<file path="config.mk">
export PLATFORM = sky130hd
export DESIGN_NAME = ir_pulse_distance_frame_sender
export DESIGN_NICKNAME = d
export VERILOG_FILES = /design/src/rtl/core/ipdfs_pkg.sv /design/src/rtl/core/ipdfs_cfg.sv /design/src/rtl/core/ipdfs_seq.sv /design/src/rtl/core/ipdfs_out.sv /design/src/rtl/core/ir_pulse_distance_frame_sender.sv
export SDC_FILE = /design/constraint.sdc
export NUM_CORES = 1
export LEC_CHECK = 0
export ABC_AREA = 1
export BUFFER_PORTS_ARGS = -buffer_cell sky130_fd_sc_hd__buf_2
export CORE_MARGIN = 2
export CORE_UTILIZATION = 54
export DETAILED_ROUTE_END_ITERATION = 6
export PLACE_DENSITY = 0.71
export SETUP_SLACK_MARGIN = 0.2
export SLEW_MARGIN = 5
export SYNTH_ARGS = -nofsm -noshare
export SYNTH_HDL_FRONTEND = slang
export SYNTH_HIERARCHICAL = 1
export SYNTH_SLANG_ARGS = --single-unit
</file>
<file path="constraint.sdc">
create_clock -name i_clk -period 4.5 [get_ports i_clk]
set_clock_uncertainty 0.1 [all_clocks]
set_input_delay 0 -clock i_clk [delete_from_list [all_inputs] [get_ports i_clk]]
set_output_delay 0 -clock i_clk [all_outputs]
set_load 0.01 [all_outputs]
</file>
<file path="src/rtl/core/ipdfs_pkg.sv">
`timescale 1ns / 1ps
// ----------------------------------------------------------------------------
// ipdfs_pkg: shared types and constants of the IR pulse-distance frame sender
// Request codes, sequencer phases, register indexes, reset values and the
// structs that travel between the configuration, sequencer and output stages.
// ----------------------------------------------------------------------------
package ipdfs_pkg;

    // Width of the segment index inside one frame.
    localparam int SEG_W = 7;

    // Width of the configuration write port and its register index.
    localparam int CFG_DATA_W = 16;
    localparam int CFG_ADDR_W = 3;

    // Data bits: address, address again, command, inverted command.
    localparam logic [SEG_W-1:0] ADDR_END_IDX = SEG_W'(32);
    localparam logic [SEG_W-1:0] CMD_END_IDX  = SEG_W'(48);

    typedef enum logic [1:0] {
        REQ_TICK  = 2'd0,
        REQ_START = 2'd1,
        REQ_STOP  = 2'd2
    } t_req;

    typedef enum logic [2:0] {
        PH_IDLE        = 3'd0,
        PH_START_MARK  = 3'd1,
        PH_START_SPACE = 3'd2,
        PH_BITS        = 3'd3,
        PH_GAP         = 3'd4
    } t_phase;

    typedef enum logic [CFG_ADDR_W-1:0] {
        CFG_START_MARK  = 3'd0,
        CFG_START_SPACE = 3'd1,
        CFG_BIT_MARK    = 3'd2,
        CFG_ONE_SPACE   = 3'd3,
        CFG_ZERO_SPACE  = 3'd4,
        CFG_REPEAT_GAP  = 3'd5,
        CFG_REPEAT_CNT  = 3'd6,
        CFG_TICKS_MS    = 3'd7
    } t_cfg_idx;

    localparam logic [15:0] RST_START_MARK  = 16'd4500;
    localparam logic [15:0] RST_START_SPACE = 16'd4500;
    localparam logic [15:0] RST_BIT_MARK    = 16'd560;
    localparam logic [15:0] RST_ONE_SPACE   = 16'd1690;
    localparam logic [15:0] RST_ZERO_SPACE  = 16'd560;
    localparam logic [7:0]  RST_REPEAT_GAP  = 8'd100;
    localparam logic [7:0]  RST_REPEAT_CNT  = 8'd1;
    localparam logic [15:0] RST_TICKS_MS    = 16'd1000;

    typedef struct packed {
        logic [15:0] start_mark_ticks;
        logic [15:0] start_space_ticks;
        logic [15:0] bit_mark_ticks;
        logic [15:0] one_space_ticks;
        logic [15:0] zero_space_ticks;
        logic [7:0]  repeat_gap_ms;
        logic [7:0]  repeat_count;
        logic [15:0] ticks_per_ms;
    } t_cfg;

    typedef struct packed {
        logic ir_on;
        logic active;
        logic frame_end;
        logic status;
    } t_result;

endpackage

</file>
<file path="src/rtl/core/ipdfs_cfg.sv">
`timescale 1ns / 1ps
// ----------------------------------------------------------------------------
// ipdfs_cfg: configuration register file
// Eight write-only timing registers, loaded from the plain write port.
// ----------------------------------------------------------------------------
module ipdfs_cfg
    import ipdfs_pkg::*;
(
    input  logic                  i_clk,
    input  logic                  i_rst_n,
    input  logic                  i_cfg_we,
    input  logic [CFG_ADDR_W-1:0] i_cfg_addr,
    input  logic [CFG_DATA_W-1:0] i_cfg_wdata,
    output t_cfg                  o_cfg
);

    t_cfg r_cfg;
    t_cfg n_cfg;

    always_comb begin
        n_cfg = r_cfg;
        if (i_cfg_we) begin
            case (t_cfg_idx'(i_cfg_addr))
                CFG_START_MARK:  n_cfg.start_mark_ticks  = i_cfg_wdata;
                CFG_START_SPACE: n_cfg.start_space_ticks = i_cfg_wdata;
                CFG_BIT_MARK:    n_cfg.bit_mark_ticks    = i_cfg_wdata;
                CFG_ONE_SPACE:   n_cfg.one_space_ticks   = i_cfg_wdata;
                CFG_ZERO_SPACE:  n_cfg.zero_space_ticks  = i_cfg_wdata;
                CFG_REPEAT_GAP:  n_cfg.repeat_gap_ms     = i_cfg_wdata[7:0];
                CFG_REPEAT_CNT:  n_cfg.repeat_count      = i_cfg_wdata[7:0];
                CFG_TICKS_MS:    n_cfg.ticks_per_ms      = i_cfg_wdata;
                default:         n_cfg = r_cfg;
            endcase
        end
    end

    always_ff @(posedge i_clk) begin
        if (!i_rst_n) begin
            r_cfg.start_mark_ticks  <= RST_START_MARK;
            r_cfg.start_space_ticks <= RST_START_SPACE;
            r_cfg.bit_mark_ticks    <= RST_BIT_MARK;
            r_cfg.one_space_ticks   <= RST_ONE_SPACE;
            r_cfg.zero_space_ticks  <= RST_ZERO_SPACE;
            r_cfg.repeat_gap_ms     <= RST_REPEAT_GAP;
            r_cfg.repeat_count      <= RST_REPEAT_CNT;
            r_cfg.ticks_per_ms      <= RST_TICKS_MS;
        end else begin
            r_cfg <= n_cfg;
        end
    end

    assign o_cfg = r_cfg;

endmodule

</file>
<file path="src/rtl/core/ipdfs_seq.sv">
`timescale 1ns / 1ps
// ----------------------------------------------------------------------------
// ipdfs_seq: frame sequencer
// Holds the frame state and advances it by one request per accepted beat,
// producing the result that shows the state after that beat.
// ----------------------------------------------------------------------------
module ipdfs_seq
    import ipdfs_pkg::*;
#(
    parameter int FRAME_SEGMENTS = 65,
    parameter int DURATION_BITS  = 16
) (
    input  logic        i_clk,
    input  logic        i_rst_n,
    input  t_cfg        i_cfg,
    input  logic        i_accept,
    input  logic [1:0]  i_req,
    input  logic [7:0]  i_address,
    input  logic [7:0]  i_command,
    output t_result     o_result
);

    localparam int DW = DURATION_BITS;

    t_phase           r_phase,   n_phase;
    logic [SEG_W-1:0] r_seg,     n_seg;
    logic [DW-1:0]    r_dur,     n_dur;
    logic [7:0]       r_addr,    n_addr;
    logic [7:0]       r_cmd,     n_cmd;
    logic [7:0]       r_repeats, n_repeats;
    logic [7:0]       r_gap,     n_gap;
    logic [15:0]      r_presc,   n_presc;

    logic [SEG_W:0]   seg_inc;
    logic [SEG_W-1:0] nxt_idx;
    logic [7:0]       data_byte;
    logic [DW-1:0]    nxt_bits_len;
    logic [DW-1:0]    dur_dec;
    logic [15:0]      presc_inc;
    logic [15:0]      tpm;
    logic [7:0]       gap_dec;
    logic             in_frame;
    logic             fend;
    logic             status;

    // Length register cut to the counter width; zero counts as one.
    function automatic logic [DW-1:0] fit_len(input logic [15:0] v);
        logic [DW-1:0] r;
        r = DW'(v);
        if (r == '0) begin
            r = DW'(1);
        end
        return r;
    endfunction

    assign seg_inc   = (SEG_W+1)'(r_seg) + (SEG_W+1)'(1);
    assign nxt_idx   = seg_inc[SEG_W-1:0];
    assign dur_dec   = (r_dur != '0) ? r_dur - DW'(1) : '0;
    assign presc_inc = r_presc + 16'd1;
    assign tpm       = (i_cfg.ticks_per_ms == 16'd0) ? 16'd1 : i_cfg.ticks_per_ms;
    assign gap_dec   = (r_gap != 8'd0) ? r_gap - 8'd1 : 8'd0;
    assign in_frame  = (r_phase == PH_START_MARK) || (r_phase == PH_START_SPACE) ||
                       (r_phase == PH_BITS);

    // Length of the bit segment that follows the current one.
    always_comb begin
        if (nxt_idx < ADDR_END_IDX) begin
            data_byte = r_addr;
        end else if (nxt_idx < CMD_END_IDX) begin
            data_byte = r_cmd;
        end else begin
            data_byte = ~r_cmd;
        end
        if (!nxt_idx[0]) begin
            nxt_bits_len = fit_len(i_cfg.bit_mark_ticks);
        end else if (data_byte[nxt_idx[3:1]]) begin
            nxt_bits_len = fit_len(i_cfg.one_space_ticks);
        end else begin
            nxt_bits_len = fit_len(i_cfg.zero_space_ticks);
        end
    end

    always_comb begin
        n_phase   = r_phase;
        n_seg     = r_seg;
        n_dur     = r_dur;
        n_addr    = r_addr;
        n_cmd     = r_cmd;
        n_repeats = r_repeats;
        n_gap     = r_gap;
        n_presc   = r_presc;
        fend      = 1'b0;
        status    = 1'b0;
        case (t_req'(i_req))
            REQ_START: begin
                n_addr    = i_address;
                n_cmd     = i_command;
                n_repeats = i_cfg.repeat_count;
                n_phase   = PH_START_MARK;
                n_seg     = '0;
                n_dur     = fit_len(i_cfg.start_mark_ticks);
            end
            REQ_STOP: begin
                if ((r_repeats != 8'd0) || in_frame) begin
                    status = 1'b1;
                end else begin
                    n_phase = PH_IDLE;
                    n_seg   = '0;
                    n_dur   = '0;
                    n_gap   = 8'd0;
                    n_presc = 16'd0;
                end
            end
            REQ_TICK: begin
                if (in_frame) begin
                    n_dur = dur_dec;
                    if (dur_dec == '0) begin
                        if (r_phase == PH_START_MARK) begin
                            n_phase = PH_START_SPACE;
                            n_dur   = fit_len(i_cfg.start_space_ticks);
                        end else if (r_phase == PH_START_SPACE) begin
                            n_phase = PH_BITS;
                            n_seg   = '0;
                            n_dur   = fit_len(i_cfg.bit_mark_ticks);
                        end else if (seg_inc < (SEG_W+1)'(FRAME_SEGMENTS)) begin
                            n_seg = nxt_idx;
                            n_dur = nxt_bits_len;
                        end else begin
                            n_phase = PH_GAP;
                            n_seg   = '0;
                            n_dur   = '0;
                            n_gap   = (i_cfg.repeat_gap_ms == 8'd0) ? 8'd1
                                                                    : i_cfg.repeat_gap_ms;
                            n_presc = 16'd0;
                            fend    = 1'b1;
                        end
                    end
                end else if (r_phase == PH_GAP) begin
                    n_presc = presc_inc;
                    if (presc_inc >= tpm) begin
                        n_presc = 16'd0;
                        n_gap   = gap_dec;
                        if (gap_dec == 8'd0) begin
                            if (r_repeats != 8'd0) begin
                                n_repeats = r_repeats - 8'd1;
                            end
                            n_phase = PH_START_MARK;
                            n_seg   = '0;
                            n_dur   = fit_len(i_cfg.start_mark_ticks);
                        end
                    end
                end
            end
            default: begin
                n_phase = r_phase;
            end
        endcase
    end

    always_ff @(posedge i_clk) begin
        if (!i_rst_n) begin
            r_phase   <= PH_IDLE;
            r_seg     <= '0;
            r_dur     <= '0;
            r_addr    <= 8'd0;
            r_cmd     <= 8'd0;
            r_repeats <= 8'd0;
            r_gap     <= 8'd0;
            r_presc   <= 16'd0;
        end else if (i_accept) begin
            r_phase   <= n_phase;
            r_seg     <= n_seg;
            r_dur     <= n_dur;
            r_addr    <= n_addr;
            r_cmd     <= n_cmd;
            r_repeats <= n_repeats;
            r_gap     <= n_gap;
            r_presc   <= n_presc;
        end
    end

    assign o_result.ir_on     = (n_phase == PH_START_MARK) ||
                                ((n_phase == PH_BITS) && !n_seg[0]);
    assign o_result.active    = (n_phase != PH_IDLE);
    assign o_result.frame_end = fend;
    assign o_result.status    = status;

endmodule

</file>
<file path="src/rtl/core/ipdfs_out.sv">
`timescale 1ns / 1ps
// ----------------------------------------------------------------------------
// ipdfs_out: result register
// One output register that takes a new result whenever it is empty or its
// beat is taken in the same cycle.
// ----------------------------------------------------------------------------
module ipdfs_out
    import ipdfs_pkg::*;
(
    input  logic       i_clk,
    input  logic       i_rst_n,
    input  logic       i_load,
    input  t_result    i_result,
    input  logic       i_ready,
    output logic       o_can_load,
    output logic       o_valid,
    output logic [7:0] o_data,
    output logic       o_last,
    output logic       o_user
);

    logic    r_valid;
    logic    n_valid;
    t_result r_result;

    assign o_can_load = !r_valid || i_ready;

    always_comb begin
        n_valid = r_valid;
        if (i_load) begin
            n_valid = 1'b1;
        end else if (i_ready) begin
            n_valid = 1'b0;
        end
    end

    always_ff @(posedge i_clk) begin
        if (!i_rst_n) begin
            r_valid <= 1'b0;
        end else begin
            r_valid <= n_valid;
        end
    end

    always_ff @(posedge i_clk) begin
        if (i_load) begin
            r_result <= i_result;
        end
    end

    assign o_valid = r_valid;
    assign o_data  = {6'd0, r_result.active, r_result.ir_on};
    assign o_last  = r_result.frame_end;
    assign o_user  = r_result.status;

endmodule

</file>
<file path="src/rtl/core/ir_pulse_distance_frame_sender.sv">
`timescale 1ns / 1ps
// ----------------------------------------------------------------------------
// ir_pulse_distance_frame_sender: pulse-distance IR frame envelope generator
// Builds the mark/space envelope of a 32-bit address/command IR frame with
// repeats, driven by tick, start and stop request beats.
// ----------------------------------------------------------------------------
//
//  Channel   Dir  tdata                            tuser          tlast
//  s_axis    in   [7:0] address, [15:8] command    [1:0] req_type -
//  m_axis    out  [0] ir_on, [1] active, [7:2] 0   [0] status     frame_end
//  cfg       in   i_cfg_wdata to register i_cfg_addr on i_cfg_we (no read-back)
//
// Every request beat gives exactly one result beat. The sequencer updates its
// state in the cycle a beat is accepted and the result appears on m_axis in
// the next cycle, from a single output register. Sustained rate is one beat
// per clock while m_axis_tready is high; the output register is the only stage.
// s_axis_tready is high whenever the output register is empty or its beat is
// taken in the same cycle, so s_axis stalls only for the cycles in which a
// waiting result is held back by m_axis_tready.
// Reset (synchronous, active low) returns the sequencer to idle, empties the
// output register and loads the register defaults.
//
// A frame is a start mark, a start space and FRAME_SEGMENTS alternating bit
// marks and spaces; each space carries one bit of address, address, command,
// inverted command, LSB first. A segment of length d is shown by the beat that
// loads it and the next d-1 ticks. After the frame the block counts the repeat
// gap in milliseconds of ticks and sends the frame again. A stop is refused
// with status set while a frame runs or repeats remain.
// ----------------------------------------------------------------------------
module ir_pulse_distance_frame_sender
    import ipdfs_pkg::*;
#(
    parameter int FRAME_SEGMENTS = 65,
    parameter int DURATION_BITS  = 16
) (
    input  logic                  i_clk,
    input  logic                  i_rst_n,
    // Request beats.
    input  logic                  s_axis_tvalid,
    output logic                  s_axis_tready,
    input  logic [15:0]           s_axis_tdata,   // [7:0] address, [15:8] command
    input  logic [1:0]            s_axis_tuser,   // [1:0] req_type
    // Result beats.
    output logic                  m_axis_tvalid,
    input  logic                  m_axis_tready,
    output logic [7:0]            m_axis_tdata,   // [0] ir_on, [1] active, [7:2] zero
    output logic                  m_axis_tlast,   // frame_end
    output logic                  m_axis_tuser,   // [0] status
    // Configuration writes.
    input  logic                  i_cfg_we,
    input  logic [CFG_ADDR_W-1:0] i_cfg_addr,
    input  logic [CFG_DATA_W-1:0] i_cfg_wdata
);

    t_cfg    cfg;
    t_result seq_result;
    logic    can_load;
    logic    accept;

    // A request beat is taken whenever the output register can take its result.
    assign s_axis_tready = can_load;
    assign accept        = s_axis_tvalid && can_load;

    ipdfs_cfg u_cfg (
        .i_clk       (i_clk),
        .i_rst_n     (i_rst_n),
        .i_cfg_we    (i_cfg_we),
        .i_cfg_addr  (i_cfg_addr),
        .i_cfg_wdata (i_cfg_wdata),
        .o_cfg       (cfg)
    );

    ipdfs_seq #(
        .FRAME_SEGMENTS (FRAME_SEGMENTS),
        .DURATION_BITS  (DURATION_BITS)
    ) u_seq (
        .i_clk     (i_clk),
        .i_rst_n   (i_rst_n),
        .i_cfg     (cfg),
        .i_accept  (accept),
        .i_req     (s_axis_tuser),
        .i_address (s_axis_tdata[7:0]),
        .i_command (s_axis_tdata[15:8]),
        .o_result  (seq_result)
    );

    ipdfs_out u_out (
        .i_clk      (i_clk),
        .i_rst_n    (i_rst_n),
        .i_load     (accept),
        .i_result   (seq_result),
        .i_ready    (m_axis_tready),
        .o_can_load (can_load),
        .o_valid    (m_axis_tvalid),
        .o_data     (m_axis_tdata),
        .o_last     (m_axis_tlast),
        .o_user     (m_axis_tuser)
    );

endmodule

</file>
== Word-level counts from Yosys, hierarchy flattened ==
Index checks and enable logic that the tools add are counted.

* Logic and storage cells: 179
* Output and inout bits: 12
* Bits in registers: 191
* Bits of input ports: 42

* $add $sub $neg: 5
* Eq/ne operators: 28
* Reductions and logical operators: 43
* Magnitude comparators: 5
* Bitwise logic cells: 4
* Mux-type cells: 72

{| class="wikitable"
|+ Operators by type and width
! kind !! number
|-
| 16-bit two-way mux || 25
|-
| 8-bit two-way mux || 17
|-
| 16-bit zero test || 7
|-
| 7-bit two-way mux || 9
|-
| 16-bit one-hot mux with 3 select lines || 1
|-
| 16-bit one-hot mux with 2 select lines || 1
|-
| 8-bit one-hot mux with 2 select lines || 2
|-
| 3-bit two-way mux || 9
|-
| 7-bit one-hot mux with 3 select lines || 1
|-
| 2-bit AND reduction || 9
|-
| 16-bit by 1-bit adder with 16-bit output (second input constant) || 1
|-
| 16-bit greater-or-equal comparator || 1
|-
| 8-bit zero test || 2
|-
| 8-bit AND reduction || 2
|-
| 16-bit nonzero test || 1
|-
| 8-bit nonzero test || 2
|-
| 16-bit by 1-bit subtractor with 16-bit output (second input constant) || 1
|-
| 8-bit by 1-bit subtractor with 8-bit output (second input constant) || 2
|-
| 3-bit by 2-bit == test with 1-bit output (second input constant) || 5
|-
| 3-bit == test (second input constant) || 5
|-
| 7-bit by 6-bit < comparator with 1-bit output (second input constant) || 2
|-
| 3-bit inequality test (second input constant) || 4
|-
| 3-bit by 1-bit == test with 1-bit output (second input constant) || 3
|-
| 3-bit by 1-bit inequality test with 1-bit output (second input constant) || 3
|-
| other kinds (23) || 42
|}

== Depth between registers and ports, before layout ==
* Depth in word-level cells: 14
* Gate-level depth with buffers: 24
* Mapped depth without buffers: 23

== By module ==
Netlist, hierarchy kept.

{| class="wikitable"
|+ By module, submodules not included
! module !! cells each !! area an instance (um2) !! sequential area each (um2) !! times used
|-
| ipdfs_seq || 1158 || 6777.8 || 1481.4 || 1
|-
| ipdfs_cfg || 607 || 4319.1 || 2242.2 || 1
|-
| ipdfs_out || 17 || 215.2 || 140.1 || 1
|-
| ir_pulse_distance_frame_sender || 2 || 7.5 || 0.0 || 1
|}

== Worst setup path before layout ==
Ideal clock, no wire load.

* Path type: reg-to-reg
* Start point: reg u_seq.r_presc[2]
* End point: reg u_seq.r_presc[3]
* Setup slack: 1.128 ns
* Cell stages (with the launch flop): 20
* Period minus slack after synthesis: 3.372 ns
* Path buffers: 1
* Arrival time: 3.202 ns
* Setup time: 0.070 ns
* Path through: dfxtp_1 nand2_1 nor2_1 nand3_1 nor3_1 inv_1 nor2_1 and3_1 nand3_1 xnor2_1 ha_1 a21oi_1 o21ai_0 a21oi_1 a21boi_0 nand3_1 inv_1 clkbuf_1 nand3_1 a21oi_1

* Word-level cells in the longest chain between the ends: 6

{| class="wikitable"
|+ RTL lines
! element !! line !! text
|-
| start, declared || ipdfs_seq.sv:32 || <nowiki>logic [15:0] r_presc, n_presc;</nowiki>
|-
| start signal, assigned || ipdfs_seq.sv:178 || <nowiki>r_presc <= n_presc;</nowiki>
|-
| 16-bit by 1-bit adder with 16-bit output * || ipdfs_seq.sv:59 || <nowiki>assign presc_inc = r_presc + 16'd1;</nowiki>
|-
| 16-bit greater-or-equal comparator || ipdfs_seq.sv:140 || <nowiki>if (presc_inc >= tpm) begin</nowiki>
|-
| 16-bit two-way mux * || ipdfs_seq.sv:140 ||
|-
| 16-bit two-way mux * || ipdfs_seq.sv:138 || <nowiki>end else if (r_phase == PH_GAP) begin</nowiki>
|-
| 16-bit two-way mux * || ipdfs_seq.sv:115 || <nowiki>if (in_frame) begin</nowiki>
|-
| 16-bit one-hot mux with 2 select lines * || ipdfs_seq.sv:94 || <nowiki>case (t_req'(i_req))</nowiki>
|}

Every way passes the cells marked *; elsewhere a longest branch is shown, timed or not. The select of a mux whose other input is x is not followed.
A chain may end at the register's enable or synchronous reset.

==> metrics.cfg <==
[global_route]
grt_antenna_before_repair=0
grt_max_degree=85
grt_first_pass_wirelength_mm=51.87
grt-ovfl-total=0
grtUsageTotal=0.2908
grt_pass1_vias=10420

[setup_path]
cpMostUsedCell=nand2_1
crit_chain=inv_1, nor2_1, nand3_1, nor3_2, inv_1, nor2_1, and3_1, nand3_1, xor2_1, ha_1, a21oi_1, o21ai_0, a21oi_1, a21boi_1, nand2_1, nand2_1, nor2_1, o21ai_0, nand3_1, nand2_1, nand2_1, nand2_1, nor2_1
crit_fanout=3
cpPeakStageDelay_ns=0.37
cp_num_buf_inv=2
crit_path_end_kind=register
cp-start-kind=register
cp.required_ns=4.59
cp.arrival_ns=3.99
criticalPathCategory=register to register
slowest_stage=dfxtp_1
critPathTopFamily=simple AND/OR/NAND/NOR gates

[timing]
hold_viol=0
fmax_mhz=256.2
max_slew_margin=0.3270
setup_violations=0
fin_crit_ns=3.903
rsz0062_at_grt=true
worst_slew_pin_slew_ns=1.003
min_period_over_period=0.8674
drv_slew=0
setup_ws_ns=0.5969
tns_ns=0

[finish]
area_growth_pct=11.12
diodes=0
nNetsFinal=1888
layout_commonest_cell=nand2_1
final_cell_mix=455 x nand2_1, 269 x nor2_1, 199 x nand3_1
drive_above_1_share=0.08819

[detailed_routing]
via_per_inst=5.497
finalWirelength_mm=31.99
drc=0
vias=11580
drt_iter0_drc=1065
wl_per_cell_um=15.18
dr.pass1.iters=6
ant_nets=0

[floorplanning]
fp.coreArea_um2=20430
row_count=52
chipWidth_um=148.8
fp.dieH_um=148.8
die-area_um2=22140
ios=54
start_util=0.5541

[placed_design]
io_buffers=47
dp_hpwl_mm=22.37
gp_congestion=0.8754
dp_slack_ns=0.5498

[status]
status=complete, no violations

[hold_path]
hold_path_class=primary input to register

[synthesis]
synthArstFlopShare=0
yosysSeqAreaShare=0.3413
synth_warnings=6
synth-seq-cells=191
post_synth.cell_area_avg_um2=6.345
synth_edf_count=4
synthFlopType=dfxtp_1
postSynthCellCount=1784
synth_cell_types=47
syn-cell-area_um2=11320

[power_and_ir_drop]
leakagePower_uw=0.005806
power_density_nw_per_um2=353.0
p_total_uw=4440
ir_drop_v=0.0002556

[clock_network]
cts_setup_buffers=0
clockBufferDepth=2
numCtsBuffers=17
cts_sinks=191
htree_num_levels=4
clock_latency_ns=0.44
cts_tree=done
clk_pin_slew_ns=0.07
clockRootBuffer=clkbuf_16

[flow_run]
timing.max_cap.violations=0

## logic make-up (layout without fill, tap and decap cells)
family          count (synthesis)  count (layout)  synth area share
flops                         191             191            0.3413
compound gates                239             239            0.1193
buf+inv                       278             326            0.1032
simple gates                 1029            1029            0.3930
other cells                     1               6         0.0003313
xor+xnor                       24              24           0.01857
fa+ha+maj                      22              22           0.02432
## Yosys cell counts, types with 2 or more instances
cell	n	area, um^2
a21oi_2	11	96.34
nor4_1	26	162.7
nor2_1	270	1013
nand3_1	200	1001
xor2_1	16	140.1
nor3_1	22	110.1
inv_2	16	60.06
xnor2_1	8	70.07
o21ai_0	68	340.3
a31oi_1	2	12.51
o21a_1	2	15.01
nand2_4	2	22.52
ha_1	22	275.3
a41oi_1	3	26.28
clkbuf_1	30	112.6
o211ai_1	11	82.58
nor2_4	8	90.09
a21oi_1	116	580.6
buf_4	16	120.1
nor2_2	12	75.07
dfxtp_1	187	3744
inv_1	179	671.9
edfxtp_1	4	120.1
buf_1	7	26.28
o221ai_1	3	26.28
buf_6	5	56.30
o21ai_1	15	75.07
a41o_1	2	20.02
nand2_1	455	1708
clkinv_1	4	15.01
nand2_2	8	50.05
nand4_1	13	81.33
buf_2	20	100.1
nand3_2	8	80.08
## per-layer routing
metal | vias up | global-route usage | part of all wire
li1 | 5806 | - | -
met4 | 0 | 0.06619 | 0.014
met2 | 445 | 0.4817 | 0.46
met5 | - | 0 | 0
met3 | 45 | 0.04373 | 0.070
met1 | 5287 | 0.4025 | 0.45
## metrics by stage
step | cell area (um^2) | instances | utilization | hold WS [ns]
after floorplan | 11340 | 1789 | - | 0.01322
after detailed placement | 11570 | 2037 | 0.5665 | 0.1496
after global routing | 12580 | 2107 | 0.6157 | 0.06349
final | 12580 | 2107 | 0.6157 | 0.03196
after CTS | 12560 | 2107 | 0.6148 | 0.02258
after global placement | 11570 | 2037 | 0.5665 | 0.1399
## flip-flops by register name, summed over array words and instances (netlist names)
register / cells
u_cfg/o_cfg: 112
u_seq/r_dur: 16
u_seq/r_presc: 16
u_seq/r_addr: 8
u_seq/r_cmd: 8
u_seq/r_gap: 8
u_seq/r_repeats: 8
u_seq/r_seg: 7
u_seq/r_phase: 3
u_out/o_data: 2
u_out/o_last: 1
u_out/o_user: 1
u_out/o_valid: 1
## path summary, 6_finish.rpt
check / from / endpoint / slack, ns / cells after the start
setup / recovery: u_seq/r_presc[0] / u_out/o_data[0] / 0.60 / 23
hold / removal: s_axis_tuser[1] / u_seq/r_repeats[1] / 0.03 / 4
setup reg to reg: u_seq/r_presc[0] / u_out/o_data[0] / 0.60 / 23
hold reg to reg: u_seq/r_addr[0] / u_seq/r_addr[0] / 0.35 / 2
## worst register-to-register path, cell delays in order, from the launching register on
cell,delay [ns]
dfxtp_1,0.37
inv_1,0.08
nor2_1,0.18
nand3_1,0.15
nor3_2,0.19
inv_1,0.06
nor2_1,0.15
and3_1,0.24
nand3_1,0.11
xor2_1,0.23
ha_1,0.29
a21oi_1,0.15
o21ai_0,0.09
a21oi_1,0.12
a21boi_1,0.23
nand2_1,0.16
nand2_1,0.11
nor2_1,0.07
o21ai_0,0.20
nand3_1,0.12
nand2_1,0.12
nand2_1,0.06
nand2_1,0.06
nor2_1,0.03
## power breakdown
part	total, uW	leakage, uW	switching (uW)	internal (uW)
logic	1010	0.00394	685	320
registers	1840	0.00156	69.3	1770
clock network	1590	0.000300	692	900
## area by class of cell
cell class	count	area (um^2)
Fill cell	2015	7851
Multi-Input combinational cell	1320	6329
Sequential cell	191	3864
Inverter	200	757.0
Timing Repair Buffer	94	685.7
Clock buffer	21	450.4
Tap cell	270	337.8
Clock inverter	11	155.1
## timing repair
item | 4_1_cts | 5_1_grt
hold endpoints to repair | 104 | 0
gates resized for setup | 0 | 5
setup endpoints to repair | 0 | 50
hold buffers | 38 | 0
No activity file was read; power rests on OpenSTA's default activity.
